File: src/hdl/bma_pkg.sv
// ---------------------------------------------------------------------------
// Block map allocator package
// Sizes, map codes, status codes and the map access bundle.
// ---------------------------------------------------------------------------
package bma_pkg;

  localparam int unsigned BLOCK_BYTES = 16;
  localparam int unsigned NUM_BLOCKS  = 256;

  localparam int unsigned ADDR_W    = 32;
  localparam int unsigned SIZE_W    = 16;
  localparam int unsigned MAP_W     = 8;
  localparam int unsigned IDX_W     = (NUM_BLOCKS > 1) ? $clog2(NUM_BLOCKS) : 1;
  localparam int unsigned CNT_W     = $clog2(NUM_BLOCKS + 1);
  localparam int unsigned OFF_SHIFT = $clog2(BLOCK_BYTES);
  localparam int unsigned NEED_W    = SIZE_W + 1;

  // Byte span of the whole heap, computed without wrap.
  localparam logic [ADDR_W:0] HEAP_SPAN = (ADDR_W + 1)'(NUM_BLOCKS * BLOCK_BYTES);

  localparam logic [MAP_W-1:0] MAP_FREE = 8'h00;
  localparam logic [MAP_W-1:0] MAP_CONT = 8'hFF;
  localparam int unsigned      MAX_RUN  = 254;

  typedef logic [2:0] status_t;

  localparam status_t ST_OK         = 3'd0;
  localparam status_t ST_ZERO       = 3'd1;
  localparam status_t ST_TOO_LARGE  = 3'd2;
  localparam status_t ST_NO_ROOM    = 3'd3;
  localparam status_t ST_OUTSIDE    = 3'd4;
  localparam status_t ST_MISALIGNED = 3'd5;
  localparam status_t ST_NOT_HEAD   = 3'd6;
  localparam status_t ST_CORRUPT    = 3'd7;

  localparam logic CMD_ALLOC = 1'b0;
  localparam logic CMD_FREE  = 1'b1;

  typedef struct packed {
    logic             rd_en;
    logic [IDX_W-1:0] rd_addr;
    logic             wr_en;
    logic [IDX_W-1:0] wr_addr;
    logic [MAP_W-1:0] wr_data;
    logic             clr_en;
    logic [IDX_W-1:0] clr_addr;
  } map_req_t;

endpackage

File: src/hdl/bma_if.sv
// ---------------------------------------------------------------------------
// Block map allocator channels
// Valid/ready channels for configuration, commands and responses.
// ---------------------------------------------------------------------------
interface bma_cfg_if import bma_pkg::*; ();
  logic              valid;
  logic              ready;
  logic [ADDR_W-1:0] heap_base;

  modport source (output valid, output heap_base, input ready);
  modport sink   (input valid, input heap_base, output ready);
endinterface

interface bma_cmd_if import bma_pkg::*; ();
  logic              valid;
  logic              ready;
  logic              command;
  logic [SIZE_W-1:0] size_bytes;
  logic [ADDR_W-1:0] address;

  modport source (output valid, output command, output size_bytes, output address,
                  input ready);
  modport sink   (input valid, input command, input size_bytes, input address,
                  output ready);
endinterface

interface bma_rsp_if import bma_pkg::*; ();
  logic              valid;
  logic              ready;
  status_t           status;
  logic [ADDR_W-1:0] alloc_address;

  modport source (output valid, output status, output alloc_address, input ready);
  modport sink   (input valid, input status, input alloc_address, output ready);
endinterface

File: src/hdl/bma_map_mem.sv
// ---------------------------------------------------------------------------
// Block map store
// One entry per heap block; per-entry valid flags make reset read as free.
// ---------------------------------------------------------------------------
module bma_map_mem import bma_pkg::*; (
  input  logic             clk_i,
  input  logic             rst_ni,
  input  map_req_t         req_i,
  output logic [MAP_W-1:0] rd_data_o
);

  logic [MAP_W-1:0]      mem [NUM_BLOCKS];
  logic [MAP_W-1:0]      rdata_q;
  logic [NUM_BLOCKS-1:0] valid_q;
  logic                  rvld_q;

  always_ff @(posedge clk_i) begin
    if (req_i.wr_en) begin
      mem[req_i.wr_addr] <= req_i.wr_data;
    end
    if (req_i.rd_en) begin
      rdata_q <= mem[req_i.rd_addr];
    end
  end

  // Set on write, drop on release; a dropped entry reads as free.
  always_ff @(posedge clk_i or negedge rst_ni) begin
    if (!rst_ni) begin
      valid_q <= '0;
      rvld_q  <= 1'b0;
    end else begin
      if (req_i.wr_en) begin
        valid_q[req_i.wr_addr] <= 1'b1;
      end
      if (req_i.clr_en) begin
        valid_q[req_i.clr_addr] <= 1'b0;
      end
      if (req_i.rd_en) begin
        rvld_q <= valid_q[req_i.rd_addr];
      end
    end
  end

  assign rd_data_o = rvld_q ? rdata_q : MAP_FREE;

endmodule

File: src/hdl/block_map_allocator_unit.sv
// ---------------------------------------------------------------------------
// Block map allocator unit
// First-fit fixed-block heap manager driven by a small sequencer.
// ---------------------------------------------------------------------------
// Channels: cfg_i takes the heap base word and is always ready, so write it
//   only while no command is in flight; cmd_i takes one command word
//   (allocate a byte size, or free an address) and is ready only while the
//   sequencer is idle; rsp_o returns one word per command: status plus the
//   allocated address (zero on any failure and on every free).
// Sequence, accept to response valid:
//   allocate: a check, a scan of one entry a cycle, a write to each block
//     of the run, an output load; no room after a full scan, zero or
//     oversized refused at the check.
//   free: an address check, a head read, a clear of each block of the run,
//     an output load; a refused address ends at the check, a non-head
//     entry or a run past the map end after the head read.
// Throughput: one command at a time; the next is taken the cycle after the
//   response is loaded.
// Reset: clears the map (all blocks free) and loads the default heap base.
// Stall: a pending response holds in the output register; a finished
//   command waits in its final state until that register frees up.
// ---------------------------------------------------------------------------
module block_map_allocator_unit import bma_pkg::*; (
  input  logic         clk_i,
  input  logic         rst_ni,
  bma_cfg_if.sink      cfg_i,
  bma_cmd_if.sink      cmd_i,
  bma_rsp_if.source    rsp_o
);

  // Sequencer states
  localparam logic [2:0] S_IDLE  = 3'd0;
  localparam logic [2:0] S_CHECK = 3'd1;
  localparam logic [2:0] S_SCAN  = 3'd2;
  localparam logic [2:0] S_MARK  = 3'd3;
  localparam logic [2:0] S_FREAD = 3'd4;
  localparam logic [2:0] S_FHEAD = 3'd5;
  localparam logic [2:0] S_CLEAR = 3'd6;
  localparam logic [2:0] S_DONE  = 3'd7;

  localparam logic [ADDR_W-1:0] HEAP_BASE_RST = 32'h2000_1000;

  logic [2:0]        state_q, state_d;
  logic [ADDR_W-1:0] heap_base_q;

  // Latched command word
  logic              cmd_q, cmd_d;
  logic              zero_q, zero_d;
  logic [NEED_W-1:0] need_q, need_d;
  logic [ADDR_W-1:0] addr_q, addr_d;

  // Scan, mark and clear bookkeeping
  logic [CNT_W-1:0]  iss_q, iss_d;
  logic              p_vld_q, p_vld_d;
  logic [IDX_W-1:0]  p_idx_q, p_idx_d;
  logic [CNT_W-1:0]  run_q, run_d;
  logic [CNT_W-1:0]  cnt_q, cnt_d;
  logic [IDX_W-1:0]  base_idx_q, base_idx_d;
  logic [MAP_W-1:0]  head_q, head_d;

  // Result pending transfer into the output register
  status_t           res_st_q, res_st_d;
  logic [ADDR_W-1:0] res_addr_q, res_addr_d;

  // Output register
  logic              out_vld_q;
  status_t           out_st_q;
  logic [ADDR_W-1:0] out_addr_q;

  map_req_t          map_req;
  logic [MAP_W-1:0]  map_rdata;

  logic              cmd_acc;
  logic              out_load;
  logic [ADDR_W:0]   diff;
  logic [CNT_W-1:0]  run_inc;
  logic [CNT_W-1:0]  start_w;
  logic [CNT_W:0]    run_end;

  bma_map_mem u_map (
    .clk_i     (clk_i),
    .rst_ni    (rst_ni),
    .req_i     (map_req),
    .rd_data_o (map_rdata)
  );

  assign cfg_i.ready = 1'b1;
  assign cmd_i.ready = (state_q == S_IDLE);
  assign cmd_acc     = cmd_i.valid && cmd_i.ready;
  assign out_load    = (state_q == S_DONE) && (!out_vld_q || rsp_o.ready);

  // Free range check: one subtract, borrow flags an address below the base.
  assign diff    = {1'b0, addr_q} - {1'b0, heap_base_q};
  assign run_inc = run_q + CNT_W'(1);
  assign start_w = CNT_W'(p_idx_q) + CNT_W'(1) - CNT_W'(need_q);
  assign run_end = (CNT_W + 1)'(base_idx_q) + (CNT_W + 1)'(map_rdata);

  always_comb begin
    state_d    = state_q;
    cmd_d      = cmd_q;
    zero_d     = zero_q;
    need_d     = need_q;
    addr_d     = addr_q;
    iss_d      = iss_q;
    p_vld_d    = 1'b0;
    p_idx_d    = p_idx_q;
    run_d      = run_q;
    cnt_d      = cnt_q;
    base_idx_d = base_idx_q;
    head_d     = head_q;
    res_st_d   = res_st_q;
    res_addr_d = res_addr_q;
    map_req    = '0;

    case (state_q)
      S_IDLE: begin
        if (cmd_acc) begin
          cmd_d   = cmd_i.command;
          zero_d  = (cmd_i.size_bytes == '0);
          // round up to whole blocks
          need_d  = NEED_W'(({1'b0, cmd_i.size_bytes} + NEED_W'(BLOCK_BYTES - 1))
                            >> OFF_SHIFT);
          addr_d  = cmd_i.address;
          state_d = S_CHECK;
        end
      end

      S_CHECK: begin
        res_addr_d = '0;
        state_d    = S_DONE;
        if (cmd_q == CMD_ALLOC) begin
          if (zero_q) begin
            res_st_d = ST_ZERO;
          end else if (need_q > NEED_W'(MAX_RUN)) begin
            res_st_d = ST_TOO_LARGE;
          end else if (need_q > NEED_W'(NUM_BLOCKS)) begin
            res_st_d = ST_NO_ROOM;
          end else begin
            iss_d   = '0;
            run_d   = '0;
            state_d = S_SCAN;
          end
        end else begin
          if (addr_q == '0 || diff[ADDR_W]) begin
            res_st_d = ST_OUTSIDE;
          end else if (diff >= HEAP_SPAN) begin
            res_st_d = ST_OUTSIDE;
          end else if (OFF_SHIFT > 0 && (diff & (ADDR_W + 1)'(BLOCK_BYTES - 1)) != '0) begin
            res_st_d = ST_MISALIGNED;
          end else begin
            base_idx_d = IDX_W'(diff >> OFF_SHIFT);
            state_d    = S_FREAD;
          end
        end
      end

      S_SCAN: begin
        // Issue one read per cycle, evaluate the entry read last cycle.
        if (iss_q < CNT_W'(NUM_BLOCKS)) begin
          map_req.rd_en   = 1'b1;
          map_req.rd_addr = iss_q[IDX_W-1:0];
          iss_d           = iss_q + CNT_W'(1);
          p_vld_d         = 1'b1;
          p_idx_d         = iss_q[IDX_W-1:0];
        end
        if (p_vld_q) begin
          if (map_rdata == MAP_FREE) begin
            run_d = run_inc;
            if (NEED_W'(run_inc) == need_q) begin
              base_idx_d = start_w[IDX_W-1:0];
              cnt_d      = '0;
              p_vld_d    = 1'b0;
              state_d    = S_MARK;
            end
          end else begin
            run_d = '0;
          end
          if (state_d == S_SCAN && p_idx_q == IDX_W'(NUM_BLOCKS - 1)) begin
            res_st_d = ST_NO_ROOM;
            state_d  = S_DONE;
          end
        end
      end

      S_MARK: begin
        map_req.wr_en   = 1'b1;
        map_req.wr_addr = base_idx_q + cnt_q[IDX_W-1:0];
        map_req.wr_data = (cnt_q == '0) ? MAP_W'(need_q) : MAP_CONT;
        cnt_d           = cnt_q + CNT_W'(1);
        if (NEED_W'(cnt_d) == need_q) begin
          res_st_d   = ST_OK;
          res_addr_d = heap_base_q + (ADDR_W'(base_idx_q) << OFF_SHIFT);
          state_d    = S_DONE;
        end
      end

      S_FREAD: begin
        map_req.rd_en   = 1'b1;
        map_req.rd_addr = base_idx_q;
        state_d         = S_FHEAD;
      end

      S_FHEAD: begin
        if (map_rdata == MAP_FREE || map_rdata == MAP_CONT) begin
          res_st_d = ST_NOT_HEAD;
          state_d  = S_DONE;
        end else if (run_end > (CNT_W + 1)'(NUM_BLOCKS)) begin
          res_st_d = ST_CORRUPT;
          state_d  = S_DONE;
        end else begin
          head_d  = map_rdata;
          cnt_d   = '0;
          state_d = S_CLEAR;
        end
      end

      S_CLEAR: begin
        map_req.clr_en   = 1'b1;
        map_req.clr_addr = base_idx_q + cnt_q[IDX_W-1:0];
        cnt_d            = cnt_q + CNT_W'(1);
        if (cnt_d == CNT_W'(head_q)) begin
          res_st_d = ST_OK;
          state_d  = S_DONE;
        end
      end

      S_DONE: begin
        if (out_load) begin
          state_d = S_IDLE;
        end
      end

      default: begin
        state_d = S_IDLE;
      end
    endcase
  end

  always_ff @(posedge clk_i or negedge rst_ni) begin
    if (!rst_ni) begin
      state_q     <= S_IDLE;
      heap_base_q <= HEAP_BASE_RST;
      p_vld_q     <= 1'b0;
      out_vld_q   <= 1'b0;
    end else begin
      state_q <= state_d;
      p_vld_q <= p_vld_d;
      if (cfg_i.valid && cfg_i.ready) begin
        heap_base_q <= cfg_i.heap_base;
      end
      // Hold the word until taken; reload straight from the sequencer.
      if (out_load) begin
        out_vld_q <= 1'b1;
      end else if (rsp_o.ready) begin
        out_vld_q <= 1'b0;
      end
    end
  end

  always_ff @(posedge clk_i) begin
    cmd_q      <= cmd_d;
    zero_q     <= zero_d;
    need_q     <= need_d;
    addr_q     <= addr_d;
    iss_q      <= iss_d;
    p_idx_q    <= p_idx_d;
    run_q      <= run_d;
    cnt_q      <= cnt_d;
    base_idx_q <= base_idx_d;
    head_q     <= head_d;
    res_st_q   <= res_st_d;
    res_addr_q <= res_addr_d;
    if (out_load) begin
      out_st_q   <= res_st_q;
      out_addr_q <= res_addr_q;
    end
  end

  assign rsp_o.valid         = out_vld_q;
  assign rsp_o.status        = out_st_q;
  assign rsp_o.alloc_address = out_addr_q;

endmodule

File: src/flat_wrapper.sv
// flat-port wrapper written by rule: the top's interface ports become plain ports
module block_map_allocator_unit_flat import bma_pkg::*;
  (clk_i, rst_ni, cfg_i_valid, cfg_i_heap_base, cfg_i_ready, cmd_i_valid, cmd_i_command, cmd_i_size_bytes, cmd_i_address, cmd_i_ready, rsp_o_valid, rsp_o_status, rsp_o_alloc_address, rsp_o_ready);
  bma_cfg_if cfg_i_i ();
  bma_cmd_if cmd_i_i ();
  bma_rsp_if rsp_o_i ();
  input  logic clk_i;
  input  logic rst_ni;
  input wire logic [$bits(cfg_i_i.valid)-1:0] cfg_i_valid;
  input wire logic [$bits(cfg_i_i.heap_base)-1:0] cfg_i_heap_base;
  output wire logic [$bits(cfg_i_i.ready)-1:0] cfg_i_ready;
  input wire logic [$bits(cmd_i_i.valid)-1:0] cmd_i_valid;
  input wire logic [$bits(cmd_i_i.command)-1:0] cmd_i_command;
  input wire logic [$bits(cmd_i_i.size_bytes)-1:0] cmd_i_size_bytes;
  input wire logic [$bits(cmd_i_i.address)-1:0] cmd_i_address;
  output wire logic [$bits(cmd_i_i.ready)-1:0] cmd_i_ready;
  output wire logic [$bits(rsp_o_i.valid)-1:0] rsp_o_valid;
  output wire logic [$bits(rsp_o_i.status)-1:0] rsp_o_status;
  output wire logic [$bits(rsp_o_i.alloc_address)-1:0] rsp_o_alloc_address;
  input wire logic [$bits(rsp_o_i.ready)-1:0] rsp_o_ready;
  assign cfg_i_i.valid = cfg_i_valid;
  assign cfg_i_i.heap_base = cfg_i_heap_base;
  assign cfg_i_ready = cfg_i_i.ready;
  assign cmd_i_i.valid = cmd_i_valid;
  assign cmd_i_i.command = cmd_i_command;
  assign cmd_i_i.size_bytes = cmd_i_size_bytes;
  assign cmd_i_i.address = cmd_i_address;
  assign cmd_i_ready = cmd_i_i.ready;
  assign rsp_o_valid = rsp_o_i.valid;
  assign rsp_o_status = rsp_o_i.status;
  assign rsp_o_alloc_address = rsp_o_i.alloc_address;
  assign rsp_o_i.ready = rsp_o_ready;
  block_map_allocator_unit u_core (.clk_i(clk_i), .rst_ni(rst_ni), .cfg_i(cfg_i_i), .cmd_i(cmd_i_i), .rsp_o(rsp_o_i));
endmodule
File: config.mk
export PLATFORM = sky130hd
export DESIGN_NAME = block_map_allocator_unit_flat
export DESIGN_NICKNAME = d
export VERILOG_FILES = /design/src/hdl/bma_pkg.sv /design/src/hdl/bma_if.sv /design/src/hdl/bma_map_mem.sv /design/src/hdl/block_map_allocator_unit.sv /design/src/flat_wrapper.sv
export SDC_FILE = /design/constraint.sdc
export NUM_CORES = 2
export LEC_CHECK = 0
export BUFFER_PORTS_ARGS = -buffer_cell sky130_fd_sc_hd__clkbuf_2
export CAP_MARGIN = 20
export CORE_ASPECT_RATIO = 0.75
export CORE_MARGIN = 2
export CORE_UTILIZATION = 45
export CTS_CLUSTER_SIZE = 10
export DETAILED_ROUTE_END_ITERATION = 10
export PLACE_DENSITY_LB_ADDON = 0.05
export SETUP_SLACK_MARGIN = 0.4
export SLEW_MARGIN = 10
export SYNTH_ARGS = -nofsm -noshare
export SYNTH_HDL_FRONTEND = slang
export SYNTH_HIERARCHICAL = 1
export SYNTH_SLANG_ARGS = --single-unit
File: constraint.sdc
create_clock -name clk_i -period 14.15 [get_ports clk_i]
set_input_delay 2.1225 -clock clk_i [delete_from_list [all_inputs] [get_ports clk_i]]
set_output_delay 2.1225 -clock clk_i [all_outputs]
set_load 0.01 [all_outputs]
======== After elaboration in Yosys (flattened, before gate mapping) ========
Memories as Yosys holds them, arrays and structs flattened. A register that Yosys moved wholly into a read port is not among the register bits.
Index checks and enable logic that the tools add are counted.
storage, ports and cells
  latch bits .............................. 0
  logic and storage cells ................. 194
  bits in registers ....................... 462
  memories kept ........................... 1
  memory bits (read-only) ................. 0
  RAM bits ................................ 2048
cells by class
  add/sub/neg operators ................... 10
  shift operators ......................... 0
  order comparisons ....................... 10
  multiply operators ...................... 0
  multiplexer cells ....................... 82
  reduce and logical (&&, ||, !) cells .... 31
  divide/modulo/power cells ............... 0
  bitwise gates (word level) .............. 5
  equality and inequality tests ........... 35
memories
  name              words  bits a word  rd ports  clocked after Yosys merged registers in  write ports  line               source
  u_core.u_map.mem  256    8            1         1                                        1            bma_map_mem.sv:12  logic [MAP_W-1:0] mem [NUM_BLOCKS];
operators with widths
  kind                                                                  number
  2-to-1 mux 256 bit                                                    2
  bitwise AND 256 bit                                                   1
  inverter 256 bit                                                      1
  OR 256 bit                                                            1
  2-to-1 mux 9 bit                                                      14
  2-to-1 mux 3 bit                                                      30
  2-to-1 mux 8 bit                                                      9
  one-hot mux 32 bit (2 select lines)                                   1
  one-hot mux 9 bit (2 select lines)                                    3
  greater-or-equal comparator 33 x 13 -> 1 bit (second input constant)  1
  nonzero test 33 bit                                                   1
  subtractor 32 x 32 -> 33 bit                                          1
  adder 32 x 12 -> 32 bit                                               1
  logical NOT 32 bit                                                    1
  2-to-1 mux 32 bit                                                     1
  adder 9 x 1 -> 9 bit (second input constant)                          3
  < comparator 8 x 9 -> 1 bit (second input constant)                   3
  one-hot mux 9 bit (3 select lines)                                    1
  equality test 9 x 13 -> 1 bit                                         2
  one-hot mux 3 bit (8 select lines)                                    1
  != test 2 bit (second input constant)                                 10
  != test 2 x 1 -> 1 bit (second input constant)                        9
  AND reduction 6 bit                                                   3
  adder 16 x 4 -> 17 bit (second input constant)                        1
  40 further kinds                                                      72

======== Logic depth before layout (Yosys ltp) ========
  word-level depth ........................ 11
  mapped depth ............................ 17
  mapped depth without buffers ............ 15

======== By module ========
Netlist, hierarchy kept.
by module, submodules not included
  module                    cells an instance  area an instance (um^2)  seq. area each (um^2)  instances
  bma_map_mem               4494               89990.1                  68170.4                1
  block_map_allocator_unit  1173               12224.2                  5973.2                 1

======== Least setup slack after synthesis ========
OpenSTA, ideal clock, no wires.
  path kind ............................... register -> register
  from .................................... register u_core.state_q[2]
  to ...................................... memory u_core.u_map.mem[0][0], data pin
  slack ................................... 3953 ps
  stages on the path, launching flop included .. 7
  library setup time ...................... 1729 ps
  arrival time ............................ 8468 ps
  required time ........................... 12421 ps
  cell sequence ........................... dfrtp_1 clkbuf_1 nand2b_1 or2_2 clkbuf_1 clkbuf_1 a31oi_1
RTL lines
  what                    line                             source
  from (decl)             block_map_allocator_unit.sv:43   logic [2:0] state_q, state_d;
  from (signal assigned)  block_map_allocator_unit.sv:246  state_q <= state_d;
  to (decl)               bma_map_mem.sv:12

==> results_dict.tcl <==
set metrics [dict create \
    status "finished, final reports clean" \
    slew_headroom 0.184 \
    p_switching_uw 6630 \
    critPathMaxFanout 53 \
    syn_avg_cell_area_um2 18.0 \
    arrival_ps 7460 \
    cts-resized-gates 0 \
    yosys_register_bits 2518 \
    hold_path_depth 0 \
    placed_cells 8677 \
    routed_wl_um 302000 \
    fin_nets 6181 \
    cp-start-kind "register" \
    synth_top_area_cell "edfxtp_1" \
    synth-edff-count 2224 \
    hold_class "register to register" \
    seq_area_frac_synth 0.725 \
    hold_start "u_core/res_addr_q[22]" \
    die_area_mm2 0.231 \
    hold_viol_final 0 \
    regToRegStartpoint "u_core/state_q[2]" \
    fin_worst_skew_ps 30.4 \
    crit_slowest_cell "nor4_2" \
    crit_top_cell "buf_4" \
    clkTransAtPathRegs_ps 60 \
    power.leakage_uw 0.0374 \
    p_int_uw 14700 \
    io_pins 124 \
    initial_core_util 0.453 \
    irDropWorstVdd_uv 127 \
    cts-root-buf "clkbuf_16" \
    dpl.hpwl_um 188000 \
    r2r-end "u_core/u_map/rdata_q[4]" \
    synth_top_area_share 0.653 \
    power_density_mw_per_mm2 184 \
    fp.dieH_um 417 \
    final_max_slew_viol_count 0 \
    worstSetupPathType "register to register" \
    drtIter0Drc 7271 \
    rr_worst_depth 14 \
    gp_congestion 0.857 \
    grt_pass1_wl_um 429000 \
    path_cells "nand2b_1, nand2b_1, buf_4, nor2_1, buf_4, a22o_4, buf_4, buf_4, mux4_2, a22oi_1, a21oi_1, nor4_2, o22ai_1, or2_1" \
    grt_max_degree 189 \
    netlist_top_cells_area "edfxtp_1 (65%), mux4_2 (12%), dfrtp_1 (7.1%)" \
    cts_buffers 296 \
    grt_pass1_vias 56100 \
    syn2layout_area_growth_pct 13.4 \
    r2r_slack_ps 7300 \
    setup.worst_path.end_class "register" \
    finalCriticalPeriod_ps 6850 \
    power_frac_comb 0.242 \
    die_x_um 554 \
    core_mm2 0.226 \
    max_stage_delay_ps 920 \
    clockBufferDepth 4 \
    fin_util 0.513 \
    vias 57300 \
    drive_gt1_frac 0.224 \
    synthCells 5667 \
    antenna_found_initial 8 \
    ys.flop_type "edfxtp_1" \
    cap_violations 0 \
    post-cts-setup-buffer-count 0 \
    ys_async_sr_fraction 0.117 \
    grt-ovfl-total 0 \
    clk_latency_ps 860 \
    syn-num-nets 5830 \
    swShare 0.311 \
    tightest_slew_ps 1220 \
    final_cells 9150 \
    seq_power_share 0.437 \
    yosysWarnings 6 \
    post_drt_wl_per_cell_um 33.0 \
    grt_use_total 0.260 \
    synth_area_mm2 0.102 \
    setup_viol 0 \
    cts.sinks 2518 \
    ys_types 90 \
    cp.required_ps 14760 \
    clkPwrFrac 0.320 \
    min_to "u_core/rsp_o.alloc_address[22]" \
    viasPerCell 6.26 \
    max_freq_mhz 146 \
    cts_tree "yes" \
    tns_ps 0 \
    finalCritPeriodShare 0.484 \
    drtAntennaViolNets 0 \
    firstDrtPassIters 6 \
    cts_hold_buf 0 \
    port_buffers 122 \
    rsz0062_at_grt "false" \
    drc 0 \
    rows 151 \
    htreeDepth 5 \
]
registers in the layout, summed over array words and instances (netlist names), 3 cells and up:
signal,flops
u_core/state_q,3
u_core/u_map/valid_q,256
u_core/p_idx_q,8
u_core/cnt_q,9
u_core/u_map/mem,2048
u_core/heap_base_q,32
u_core/u_map/rdata_q,8
u_core/res_addr_q,32
u_core/base_idx_q,8
u_core/head_q,8
u_core/addr_q,32
u_core/rsp_o.alloc_address,32
u_core/res_st_q,3
u_core/need_q,13
u_core/iss_q,9
u_core/run_q,9
u_core/rsp_o.status,3
critical path: cells and delay by family (launching register included):
| family | cells | cell delay (ps) |
|---|---|---|
| buffers and inverters | 4 | 1950 |
| and+or+nand+nor | 5 | 1910 |
| AOI/OAI and AO/OA | 4 | 1590 |
| muxes | 1 | 430 |
| DFF | 1 | 590 |
synth_stat cells (24+ instances only):
library cell and count:
a21oi_1 299, a22oi_1 265, a2bb2oi_1 148, and2_1 24, buf_2 67, buf_6 27
clkbuf_1 193, dfrtp_1 292, edfxtp_1 2224, ha_1 72, inv_1 83, mux2i_1 42
mux4_2 557, nand2_1 130, nand2b_1 24, nand3_1 58, nand4_1 36, nor2_1 502
nor2b_1 26, nor3_1 40, nor4_1 67, o21ai_0 61, o22ai_1 24, xnor2_1 72
xor2_1 44
per-stage QoR:
stage	instance area (µm²)	hold WS (ps)	worst slack (ps)	total power, µW
2_1_floorplan	102000	400	3950	12800
3_3_place_gp	107000	401	6680	14500
3_5_place_dp	107000	405	7320	14600
4_1_cts	116000	416	7290	21400
5_1_grt	116000	423	6900	22100
6_report	116000	414	7300	21300
cells by family (layout without fill, tap and decap cells):
| kind of cell | count (synthesis) | after routing | share of synthesized area |
|---|---|---|---|
| AND/OR/NAND/NOR | 978 | 978 | 0.0443 |
| XOR/XNOR | 117 | 117 | 0.0101 |
| AO/OA/AOI/OAI | 959 | 959 | 0.0643 |
| adder cells (fa/ha/maj) | 77 | 77 | 0.00979 |
| buffers and inverters | 413 | 911 | 0.0187 |
| multiplexers | 604 | 604 | 0.127 |
| other | 1 | 3 | 0.0000367 |
| flip-flops | 2518 | 2518 | 0.725 |
worst max path at each step:
stage	cells after the start	to	slack (ps)	from
floorplan	6	u_core/u_map/mem[0][0]	3950	u_core/state_q[2]
global placement	14	u_core/u_map/rdata_q[0]	6680	u_core/state_q[2]
detailed placement	15	u_core/u_map/rdata_q[2]	7320	u_core/state_q[2]
CTS	15	u_core/u_map/rdata_q[2]	7290	u_core/state_q[2]
global route	15	u_core/u_map/rdata_q[2]	6900	u_core/state_q[2]
finish	14	u_core/u_map/rdata_q[4]	7300	u_core/state_q[2]
layer usage:
metal | global-route usage | part of all wire
met5 | 0 | 0.00015
met4 | 0.0673 | 0.025
met3 | 0.0565 | 0.091
met2 | 0.359 | 0.42
met1 | 0.414 | 0.46
layout by cell type (no fill, tap or decap), types with 11 or more instances in the layout:
| cell type | netlist | final |
|---|---|---|
| clkbuf_1 | 193 | 119 |
| nand2_1 | 130 | 129 |
| a2bb2oi_1 | 148 | 148 |
| a21oi_1 | 299 | 299 |
| xor2_1 | 44 | 44 |
| nand4_1 | 36 | 36 |
| mux2i_1 | 42 | 42 |
| nor3_1 | 40 | 34 |
| mux4_2 | 557 | 557 |
| a21o_1 | 20 | 20 |
| nor4_1 | 67 | 59 |
| edfxtp_1 | 2224 | 2224 |
| a22oi_1 | 265 | 265 |
| o22ai_1 | 24 | 24 |
| nor2_2 | 0 | 33 |
| and3_1 | 14 | 14 |
| buf_6 | 27 | 11 |
| buf_4 | 20 | 235 |
| nor2b_1 | 26 | 24 |
| ha_1 | 72 | 72 |
| o221ai_1 | 14 | 14 |
| o21ai_0 | 61 | 61 |
| clkbuf_2 | 0 | 121 |
| nor2_1 | 502 | 455 |
| inv_1 | 83 | 83 |
| a211oi_1 | 14 | 13 |
| and2_1 | 24 | 22 |
| buf_12 | 0 | 11 |
| nand3_1 | 58 | 55 |
| dfrtp_1 | 292 | 292 |
| xnor2_1 | 72 | 72 |
| nor2_4 | 0 | 14 |
| clkbuf_16 | 0 | 304 |
| nand2b_1 | 24 | 22 |
power by group through the flow:
stage               registers, µW  logic (µW)  clock network (µW)
floorplan                    9750        3030                   0
finish                       9320        5160                6830
global route                 9340        5500                7260
detailed placement           9460        5130                   0
global placement             9460        5050                   0
CTS                          9310        5130                6970
final cells by class:
class | count | area [µm²]
Fill cell | 18100 | 110000
Sequential cell | 2518 | 74100
Multi-Input combinational cell | 2736 | 26600
Clock buffer | 427 | 8110
Tap cell | 2983 | 3730
Timing Repair Buffer | 382 | 2770
Inverter | 84 | 315
Clock inverter | 18 | 231
Antenna cell | 2 | 5.00
Note: power is estimated with default switching activity, not from simulation.
